--- src/hdl/pprs_pkg.sv ---
`timescale 1ns / 1ps

package pprs_pkg;

  localparam int QUEUE_DEPTH = 16;
  localparam int PTR_W       = (QUEUE_DEPTH > 1) ? $clog2(QUEUE_DEPTH) : 1;
  localparam int CNT_W       = $clog2(QUEUE_DEPTH + 1);
  localparam int SUM_W       = PTR_W + 1;
  localparam int TAG_W       = 16;
  localparam int LVL_W       = 2;
  localparam int NUM_FIFOS   = 3;
  localparam int FIFO_IDX_W  = 2;

  typedef logic [TAG_W-1:0]      tag_t;
  typedef logic [LVL_W-1:0]      level_t;
  typedef logic [PTR_W-1:0]      ptr_t;
  typedef logic [CNT_W-1:0]      count_t;
  typedef logic [FIFO_IDX_W-1:0] fifo_idx_t;

  localparam logic OP_SUBMIT = 1'b0;
  localparam logic OP_TICK   = 1'b1;

  localparam level_t LVL_HIGHEST    = 2'd0;
  localparam level_t LVL_HIGH       = 2'd1;
  localparam level_t LVL_NORMAL     = 2'd2;
  localparam level_t LVL_BACKGROUND = 2'd3;

  localparam fifo_idx_t FIFO_HIGHEST = 2'd0;
  localparam fifo_idx_t FIFO_HIGH    = 2'd1;
  localparam fifo_idx_t FIFO_NORMAL  = 2'd2;

endpackage

--- src/hdl/preemptive_priority_request_scheduler.sv ---
`timescale 1ns / 1ps
// Four-level request scheduler. A beat on the request channel is either a submit
// (tag at level highest, high, normal or background) or a tick carrying the
// handler status; each request beat yields exactly one response beat with the
// cancel, drop, overflow and dispatch flags plus the active level after the beat.
// Highest, high and normal tags wait in QUEUE_DEPTH-entry ring buffers held in
// flip-flops; background keeps a single tag that is restarted on every idle tick.
// One request beat is taken per clock unless a held response stalls the input
// register; a beat passes the input register and the scheduling logic, and its
// response is then registered in the output register. The output register can hold
// one response while the next beat waits in the input register.

module preemptive_priority_request_scheduler
  import pprs_pkg::*;
(
  input  logic             clk,
  input  logic             rst,

  input  logic             req_valid,
  output logic             req_stall,
  input  logic             operation,
  input  logic [LVL_W-1:0] priority_req,
  input  logic [TAG_W-1:0] request_tag,
  input  logic             handlers_done,

  output logic             rsp_valid,
  input  logic             rsp_stall,
  output logic             cancel_running,
  output logic             dropped,
  output logic             overflow,
  output logic             dispatch_valid,
  output logic [TAG_W-1:0] dispatch_tag,
  output logic [LVL_W-1:0] active_level,
  output logic             idle
);

  // Input register.
  logic   s1_valid;
  logic   s1_op;
  level_t s1_prio;
  tag_t   s1_tag;
  logic   s1_hdone;

  // Scheduler state.
  tag_t   fifo_mem [NUM_FIFOS][QUEUE_DEPTH];
  ptr_t   heads [NUM_FIFOS];
  count_t counts [NUM_FIFOS];
  tag_t   bg_tag;
  logic   bg_present;
  level_t level;
  logic   all_done;

  ptr_t   heads_next [NUM_FIFOS];
  count_t counts_next [NUM_FIFOS];
  tag_t   bg_tag_next;
  logic   bg_present_next;
  level_t level_next;
  logic   all_done_next;

  logic      try_push;
  logic      push_en;
  fifo_idx_t push_q;
  ptr_t      tail;
  logic [SUM_W-1:0] tail_sum;
  logic      pop_en;
  fifo_idx_t pop_q;

  logic cancel_c;
  logic drop_c;
  logic ovf_c;
  logic dvalid_c;
  tag_t dtag_c;

  logic advance;
  logic accept;

  assign advance   = s1_valid && (!rsp_valid || !rsp_stall);
  assign req_stall = s1_valid && !advance;
  assign accept    = req_valid && !req_stall;

  always_ff @(posedge clk) begin
    if (rst) begin
      s1_valid <= 1'b0;
    end else if (accept) begin
      s1_valid <= 1'b1;
    end else if (advance) begin
      s1_valid <= 1'b0;
    end
  end

  always_ff @(posedge clk) begin
    if (accept) begin
      s1_op    <= operation;
      s1_prio  <= priority_req;
      s1_tag   <= request_tag;
      s1_hdone <= handlers_done;
    end
  end

  always_comb begin
    for (int i = 0; i < NUM_FIFOS; i++) begin
      heads_next[i]  = heads[i];
      counts_next[i] = counts[i];
    end
    bg_tag_next     = bg_tag;
    bg_present_next = bg_present;
    level_next      = level;
    all_done_next   = all_done;
    try_push = 1'b0;
    push_en  = 1'b0;
    push_q   = FIFO_HIGHEST;
    pop_en   = 1'b0;
    pop_q    = FIFO_HIGHEST;
    cancel_c = 1'b0;
    drop_c   = 1'b0;
    ovf_c    = 1'b0;
    dvalid_c = 1'b0;
    dtag_c   = '0;

    if (s1_op == OP_SUBMIT) begin
      if (s1_prio == LVL_HIGHEST) begin
        heads_next[FIFO_HIGH]   = '0;
        counts_next[FIFO_HIGH]  = '0;
        heads_next[FIFO_NORMAL] = '0;
        counts_next[FIFO_NORMAL] = '0;
        bg_tag_next     = '0;
        bg_present_next = 1'b0;
        cancel_c = 1'b1;
        try_push = 1'b1;
        push_q   = FIFO_HIGHEST;
      end else if (level == LVL_HIGHEST) begin
        drop_c = 1'b1;
      end else if (s1_prio == LVL_HIGH) begin
        cancel_c = (level != LVL_HIGH);
        try_push = 1'b1;
        push_q   = FIFO_HIGH;
      end else if (s1_prio == LVL_NORMAL) begin
        try_push = 1'b1;
        push_q   = FIFO_NORMAL;
      end else begin
        bg_tag_next     = s1_tag;
        bg_present_next = 1'b1;
      end

      if (try_push) begin
        if (counts[push_q] == count_t'(QUEUE_DEPTH)) begin
          drop_c = 1'b1;
          ovf_c  = 1'b1;
        end else begin
          push_en = 1'b1;
          counts_next[push_q] = counts[push_q] + count_t'(1);
        end
      end
    end else begin
      all_done_next = s1_hdone;
      if (s1_hdone) begin
        if (counts[FIFO_HIGHEST] != '0) begin
          pop_en     = 1'b1;
          pop_q      = FIFO_HIGHEST;
          level_next = LVL_HIGHEST;
        end else if (counts[FIFO_HIGH] != '0) begin
          pop_en     = 1'b1;
          pop_q      = FIFO_HIGH;
          level_next = LVL_HIGH;
        end else if (counts[FIFO_NORMAL] != '0) begin
          pop_en     = 1'b1;
          pop_q      = FIFO_NORMAL;
          level_next = LVL_NORMAL;
        end else begin
          level_next = LVL_BACKGROUND;
          if (bg_present) begin
            dvalid_c = 1'b1;
            dtag_c   = bg_tag;
          end
        end

        if (pop_en) begin
          dvalid_c = 1'b1;
          dtag_c   = fifo_mem[pop_q][heads[pop_q]];
          if (heads[pop_q] == ptr_t'(QUEUE_DEPTH - 1)) begin
            heads_next[pop_q] = '0;
          end else begin
            heads_next[pop_q] = heads[pop_q] + ptr_t'(1);
          end
          counts_next[pop_q] = counts[pop_q] - count_t'(1);
        end
      end
    end
  end

  // Write slot is head plus count, wrapped once around the ring.
  always_comb begin
    tail_sum = SUM_W'(heads[push_q]) + SUM_W'(counts[push_q]);
    if (tail_sum >= SUM_W'(QUEUE_DEPTH)) begin
      tail_sum = tail_sum - SUM_W'(QUEUE_DEPTH);
    end
    tail = tail_sum[PTR_W-1:0];
  end

  always_ff @(posedge clk) begin
    if (advance && push_en) begin
      fifo_mem[push_q][tail] <= s1_tag;
    end
  end

  always_ff @(posedge clk) begin
    if (rst) begin
      for (int i = 0; i < NUM_FIFOS; i++) begin
        heads[i]  <= '0;
        counts[i] <= '0;
      end
      bg_tag     <= '0;
      bg_present <= 1'b0;
      level      <= LVL_BACKGROUND;
      all_done   <= 1'b1;
    end else if (advance) begin
      for (int i = 0; i < NUM_FIFOS; i++) begin
        heads[i]  <= heads_next[i];
        counts[i] <= counts_next[i];
      end
      bg_tag     <= bg_tag_next;
      bg_present <= bg_present_next;
      level      <= level_next;
      all_done   <= all_done_next;
    end
  end

  always_ff @(posedge clk) begin
    if (rst) begin
      rsp_valid <= 1'b0;
    end else if (advance) begin
      rsp_valid <= 1'b1;
    end else if (!rsp_stall) begin
      rsp_valid <= 1'b0;
    end
  end

  always_ff @(posedge clk) begin
    if (advance) begin
      cancel_running <= cancel_c;
      dropped        <= drop_c;
      overflow       <= ovf_c;
      dispatch_valid <= dvalid_c;
      dispatch_tag   <= dtag_c;
      active_level   <= level_next;
      idle           <= all_done_next;
    end
  end

endmodule

--- config.mk ---
export PLATFORM = sky130hd
export DESIGN_NAME = preemptive_priority_request_scheduler
export DESIGN_NICKNAME = d
export VERILOG_FILES = /design/src/hdl/pprs_pkg.sv /design/src/hdl/preemptive_priority_request_scheduler.sv
export SDC_FILE = /design/constraint.sdc
export NUM_CORES = 1
export LEC_CHECK = 0
export ABC_AREA = 1
export BUFFER_PORTS_ARGS = -buffer_cell sky130_fd_sc_hd__buf_4
export CAP_MARGIN = 20
export CORE_ASPECT_RATIO = 0.75
export CORE_MARGIN = 4
export CORE_UTILIZATION = 45
export CTS_CLUSTER_DIAMETER = 40
export DETAILED_ROUTE_END_ITERATION = 6
export PLACE_DENSITY = 0.63
export REMOVE_ABC_BUFFERS = 1
export SYNTH_ARGS = -nofsm -noshare
export SYNTH_HDL_FRONTEND = slang
export SYNTH_SLANG_ARGS = --single-unit
--- constraint.sdc ---
create_clock -name clk -period 4.7 [get_ports clk]
set_input_delay 0.705 -clock clk [delete_from_list [all_inputs] [get_ports clk]]
set_output_delay 0.705 -clock clk [all_outputs]
set_load 0.02 [all_outputs]
# Word level (Yosys, flattened, before mapping)
# Memories as Yosys holds them, arrays and structs flattened.
# Index checks and enable logic that the tools add are counted.
# classes
n_bitwise	14
add_sub_neg	5
n_eq_ne	9
n_lt_le_gt_ge	8
n_reduce_logical	21
n_mux	101
# ops
operator	count
$mux 256	1
$mux 16	12
$mux 15	5
$bmux 16 s4	1
$demux 16 s4	1
$mux 1	42
$mux 12	3
$bwmux 15	2
$mux 2	15
$mux 5	5
$mux 4	6
$demux 5 s2	2
$mux 10	2
$mux 8	2
$ge 5x5->1 const B	3
$reduce_bool 5->1	3
$and 12x12->12	1
$bwmux 12	1
$not 12->12	1
$not 4->5	2
$demux 4 s2	1
$logic_and 1x1->1	7
$ge 3x3->1 const B	2
$lt 3x1->1 const B	2
other kinds (22)	36
# totals
memories	3
elab_cells	178
inputBits	24
reg_bits	65
ramBits	795
output_inout_bits	25
# mem_list
memory	words	word_bits	rd	rd_clocked_by_memory_dff	wr	line_no	source
fifo_mem	3	256	1	0	1	preemptive_priority_request_scheduler.sv:45	tag_t fifo_mem [NUM_FIFOS][QUEUE_DEPTH];
counts	3	5	6	0	3	preemptive_priority_request_scheduler.sv:47	count_t counts [NUM_FIFOS];
heads	3	4	5	0	3	preemptive_priority_request_scheduler.sv:46	ptr_t heads [NUM_FIFOS];

# Depth between registers and ports, before layout
# An unclocked memory read counts as a cell.
# depth
word_depth	19
depth_mapped	20
mapped_depth_nobuf	19

# Worst setup path before layout
# No wires, ideal clock.
# synth_path
path_kind	register to register
start	register s1_prio[1]
end	memory fifo_mem[0][160] (netlist bit) (enable)
stages_incl_launch_ff	17
path_buffers	2
setup_slack_ps	801
synth_period_minus_slack_ps	3899
required_time_ps	4312
t_arrival_ps	3510
setup_time_ps	388
path_cell_list	edfxtp_1 inv_1 ha_1 buf_4 inv_4 nand3_1 nor2_1 nand2_1 clkbuf_1 o221ai_1 ha_1 fa_1 xor2_1 inv_1 nor2_1 nand2_1 nor2_1
# synth_between
elab_chain_len	17
word_cells_on_any_way	33
cone_classes	add/sub: 2; order compare: 3; eq/ne: 3; mux: 19; bitwise: 1; reduce/logical: 3; memory: 2
# synth_rtl
element	line_no	source
from (decl)	preemptive_priority_request_scheduler.sv:40	level_t s1_prio;
from (signal assigned)	preemptive_priority_request_scheduler.sv:94	s1_prio <= priority_req;
$eq 2x2->1	preemptive_priority_request_scheduler.sv:137	end else if (s1_prio == LVL_NORMAL) begin
$mux 2	preemptive_priority_request_scheduler.sv:137	
$mux 2	preemptive_priority_request_scheduler.sv:133	end else if (s1_prio == LVL_HIGH) begin
$mux 2	preemptive_priority_request_scheduler.sv:131	end else if (level == LVL_HIGHEST) begin
$mux 2	preemptive_priority_request_scheduler.sv:121	if (s1_prio == LVL_HIGHEST) begin
$mux 2 (2 in a row)	preemptive_priority_request_scheduler.sv:120	if (s1_op == OP_SUBMIT) begin
$mem_v2 3x4 / $mem_v2 3x5 (equally long branches)	n/a	
$add 4x5->5	preemptive_priority_request_scheduler.sv:193	tail_sum = SUM_W'(heads[push_q]) + SUM_W'(counts[push_q]);
$sub 4x1->4 / $ge 5x5->1 (equally long branches)	preemptive_priority_request_scheduler.sv:195, preemptive_priority_request_scheduler.sv:194	
$mux 4	preemptive_priority_request_scheduler.sv:194	if (tail_sum >= SUM_W'(QUEUE_DEPTH)) begin
$not 4->5 (implied by the code)	preemptive_priority_request_scheduler.sv:202	fifo_mem[push_q][tail] <= s1_tag;
$ge 5x5->1 (implied by the code) / $lt 5x1->1 (equally long branches)	preemptive_priority_request_scheduler.sv:202	
$logic_and 1x1->1 (implied by the code)	preemptive_priority_request_scheduler.sv:202	
$mux 16 (implied by the code)	preemptive_priority_request_scheduler.sv:202	
$demux 16 s4	preemptive_priority_request_scheduler.sv:202	
$mux 256 (implied by the code)	preemptive_priority_request_scheduler.sv:202	
to (decl)	preemptive_priority_request_scheduler.sv:45	
# Parallel ways exist; a longest one is shown, timed or not. The select of a mux whose other input is x is not followed.

# Worst setup path after layout
# layout_path
start	register s1_prio[1]
end	memory fifo_mem[0][29] (netlist bit) (enable)
# Same word-level chain as after synthesis.

==> run metrics <==
worst reg2reg setup slack=approximately 0.33 ns; total power=18,580 uW; CP delay by family, top=simple AND/OR/NAND/NOR gates; vias in the first global route=24,580; syn avg cell area=around 10 sq um; status=complete, no violations; CP Class=register to register; Final Cycle Share=between 90 and 100%; 1st-iter DRT viols=between 4,000 and 5,000; CP endpoint=fifo_mem[0][29]; minimum clock period=~4.4 ns; WL/cell=~23 um; die area=approximately 90,000 sq um; most frequent cells in the layout=nand2_1 (1,339), edfxtp_1 (838), nand3_1 (539); Layout area overhead=14.03%; top-level I/O count=around 50; met1 Usage GRT=39.64%; # clock sinks=860; leakage power=~0.017 uW; final setup vio count=0; synthesized flop and latch total=860; largest net degree at the start of global routing=about 180; first-pass GRT wire length=163,200 um; Gate Count Post-Synth=between 3,000 and 4,000; HPWL Detailed=around 66,000 um; Min Hold Slack=slightly below 0.2 ns; setup TNS=0 ns; worst vdd ir=284.1 uV; detailed-route via count=26,880; Seq/Total Area, Yosys=between 60% and 70%; Util after Layout=52.09%; Total Routing Usage GR=between 20% and 30%; GRT met2 Usage=a little over a third; DRT antenna net count=0; crit path max-delay cell type=edfxtp_1; Stages on worst setup path=16; Bufs and invs on worst path=4; core area=about 83,000 sq um; Max Cap Viol=0; clk_skew=about 0.025 ns; worst-path fanout max=25; FF-to-FF path depth=16; Worst-path clk slew=about 0.060 ns; P per Cell Area=approximately 430 nW/um^2; DR vias/cell=5.453; CP arrival=about 4.7 ns; global routing's busiest layer=met1; Longest Clk Path Bufs=3; clk root buf=clkbuf_16; fmax=roughly 230 MHz; Die W=between 300 and 400 um; unrepaired setup endpoints after global routing=false; die height=approximately 260 um; final wirelength=approximately 110,000 um; CP Capture Type=register; R2R Path Start=s1_prio[1]; TritonCTS clock tree=built; Final Max Tran Viols=0; Mapped Area=around 38,000 sq um; GP Congestion=between 0.9 and 1; ant diodes=0; Final Hold Viols=0; Hold Crit Class=input pin to register; row cnt=91; hold path startpoint=request_tag[8]; number of I/O port buffers=48; Synth cell types=44; Synth warnings=0; Rel. slew slack=21.62%; Skew-Pair Late Insertion Delay=about 0.68 ns; CP required=roughly 5 ns; most common cell after layout, fill and taps aside=nand2_1; drt pass-1 iters=6; Worst-Margin Slew=~1.2 ns; max incr delay on CP=a little over 0.4 ns; share of layout cells above drive strength 1=about a tenth; total gr overflow=0; cts bufs inserted=100; met3 usage=between 6 and 7%; Post-layout nets=between 3,000 and 4,000; Initial Util=between 40% and 50%; Critical path origin=s1_prio[1]; htree depth=3; antenna violations before repair=4; drt drc=0; r2r endpoint=fifo_mem[0][29]; critical path cell sequence=inv_1, ha_1, inv_4, nand3_1, nor2_1, nand2_1, o22ai_1, a21oi_1, ha_1, fa_1, xor2_1, inv_1, nor2_4, nand2_1, nor2_1, buf_4; CP startpoint kind=register
## state kept, by name, indices dropped and copies added (netlist names)
signal / cells
all_done: 1
level: 2
s1_op: 1
s1_hdone: 1
heads: 12
rsp_valid: 1
s1_tag: 16
counts: 15
dropped: 1
idle: 1
overflow: 1
fifo_mem: 768
dispatch_valid: 1
cancel_running: 1
s1_prio: 2
s1_valid: 1
active_level: 2
bg_tag: 16
dispatch_tag: 16
bg_present: 1
## metrics by stage
stage | area [sq um] | cells | worst slack (ns)
final | 43120 | 4930 | 0.3310
after detailed placement | 39730 | 4744 | 0.3526
after global placement | 39730 | 4744 | 0.4546
after floorplan | 36940 | 3465 | -5.294
after global routing | 43120 | 4930 | 0.07045
after CTS | 43090 | 4929 | 0.3094
## what timing repair did
action	CTS	global route
hold buffers	0	0
gates resized for setup	0	1
endpoints found under the setup margin	0	108
buffers inserted	0	0
## area by class of cell
class | instances | area [sq um]
fill | 7380 | 39650
sequential | 860 | 25600
inverter | 360 | 1358
multi-input combinational | 2245 | 10040
clock buffer | 109 | 2536
timing repair buffer | 164 | 1364
tap | 1116 | 1396
clock inverter | 76 | 827.0
## worst min path at each step
stage / slack (ns) / end / depth (start not counted)
global route: 0.16 / s1_tag[8] / 1
detailed placement: 0.46 / bg_tag[11] / 2
CTS: 0.16 / s1_tag[8] / 1
global placement: 0.45 / bg_tag[3] / 2
finish: 0.20 / s1_tag[8] / 1
floorplan: 0.44 / bg_present / 2
## cells in the mapped netlist (all sizes together)
master  instances  share of area, %
edfxtp        838                67
a211oi          1             0.020
xor2            3             0.069
inv           357               3.6
a31oi           2             0.033
a31o            1             0.023
o221ai          6              0.22
a21o            1             0.020
fa              1             0.053
nand3b         66               1.3
dfxtp          22               1.2
nor3            4             0.079
nor2           91               1.0
or2            33              0.55
xnor2           4             0.093
ha             11              0.36
a21oi          70              0.93
nand4           2             0.033
buf           125               1.6
and2            1             0.017
a22oi           1             0.020
clkinv          3             0.030
o21bai          1             0.020
nand3         544               7.3
clkbuf         69              0.68
nand2        1345                13
o211ai         11              0.22
o32ai           1             0.023
o22ai           8              0.13
o21ai          37              0.51
## cell families after synthesis
kind of cell	count (synthesis)	share of synthesized area [%]
AOI/OAI and AO/OA	140	2.164
xor gates and xnor gates	7	0.1621
adders and majority gates	12	0.4169
buffers and inverters	554	5.890
DFF	860	67.71
and+or+nand+nor	2086	23.66
## routing by layer
metal / wire length (um) / vias to the layer above
li1: - / 12360
met1: 49850 / 12790
met2: 45750 / 1596
met3: 14640 / 131
met4: 1968 / 4
met5: 23 / -
## worst register-to-register path, cell delays in order (launching register included)
cell and delay, ns:
edfxtp_1 0.41, inv_1 0.10, ha_1 0.32, inv_4 0.30, nand3_1 0.17, nor2_1 0.19
nand2_1 0.25, o22ai_1 0.19, a21oi_1 0.06, ha_1 0.22, fa_1 0.39, xor2_1 0.39
inv_1 0.16, nor2_4 0.29, nand2_1 0.16, nor2_1 0.18, buf_4 0.27
## power by group
group	internal, uW	switching (uW)
Sequential	8500	50.4
Combinational	546	1680
Clock	4530	3280
Total	13600	5010
No activity file was read; power rests on OpenSTA's default activity.
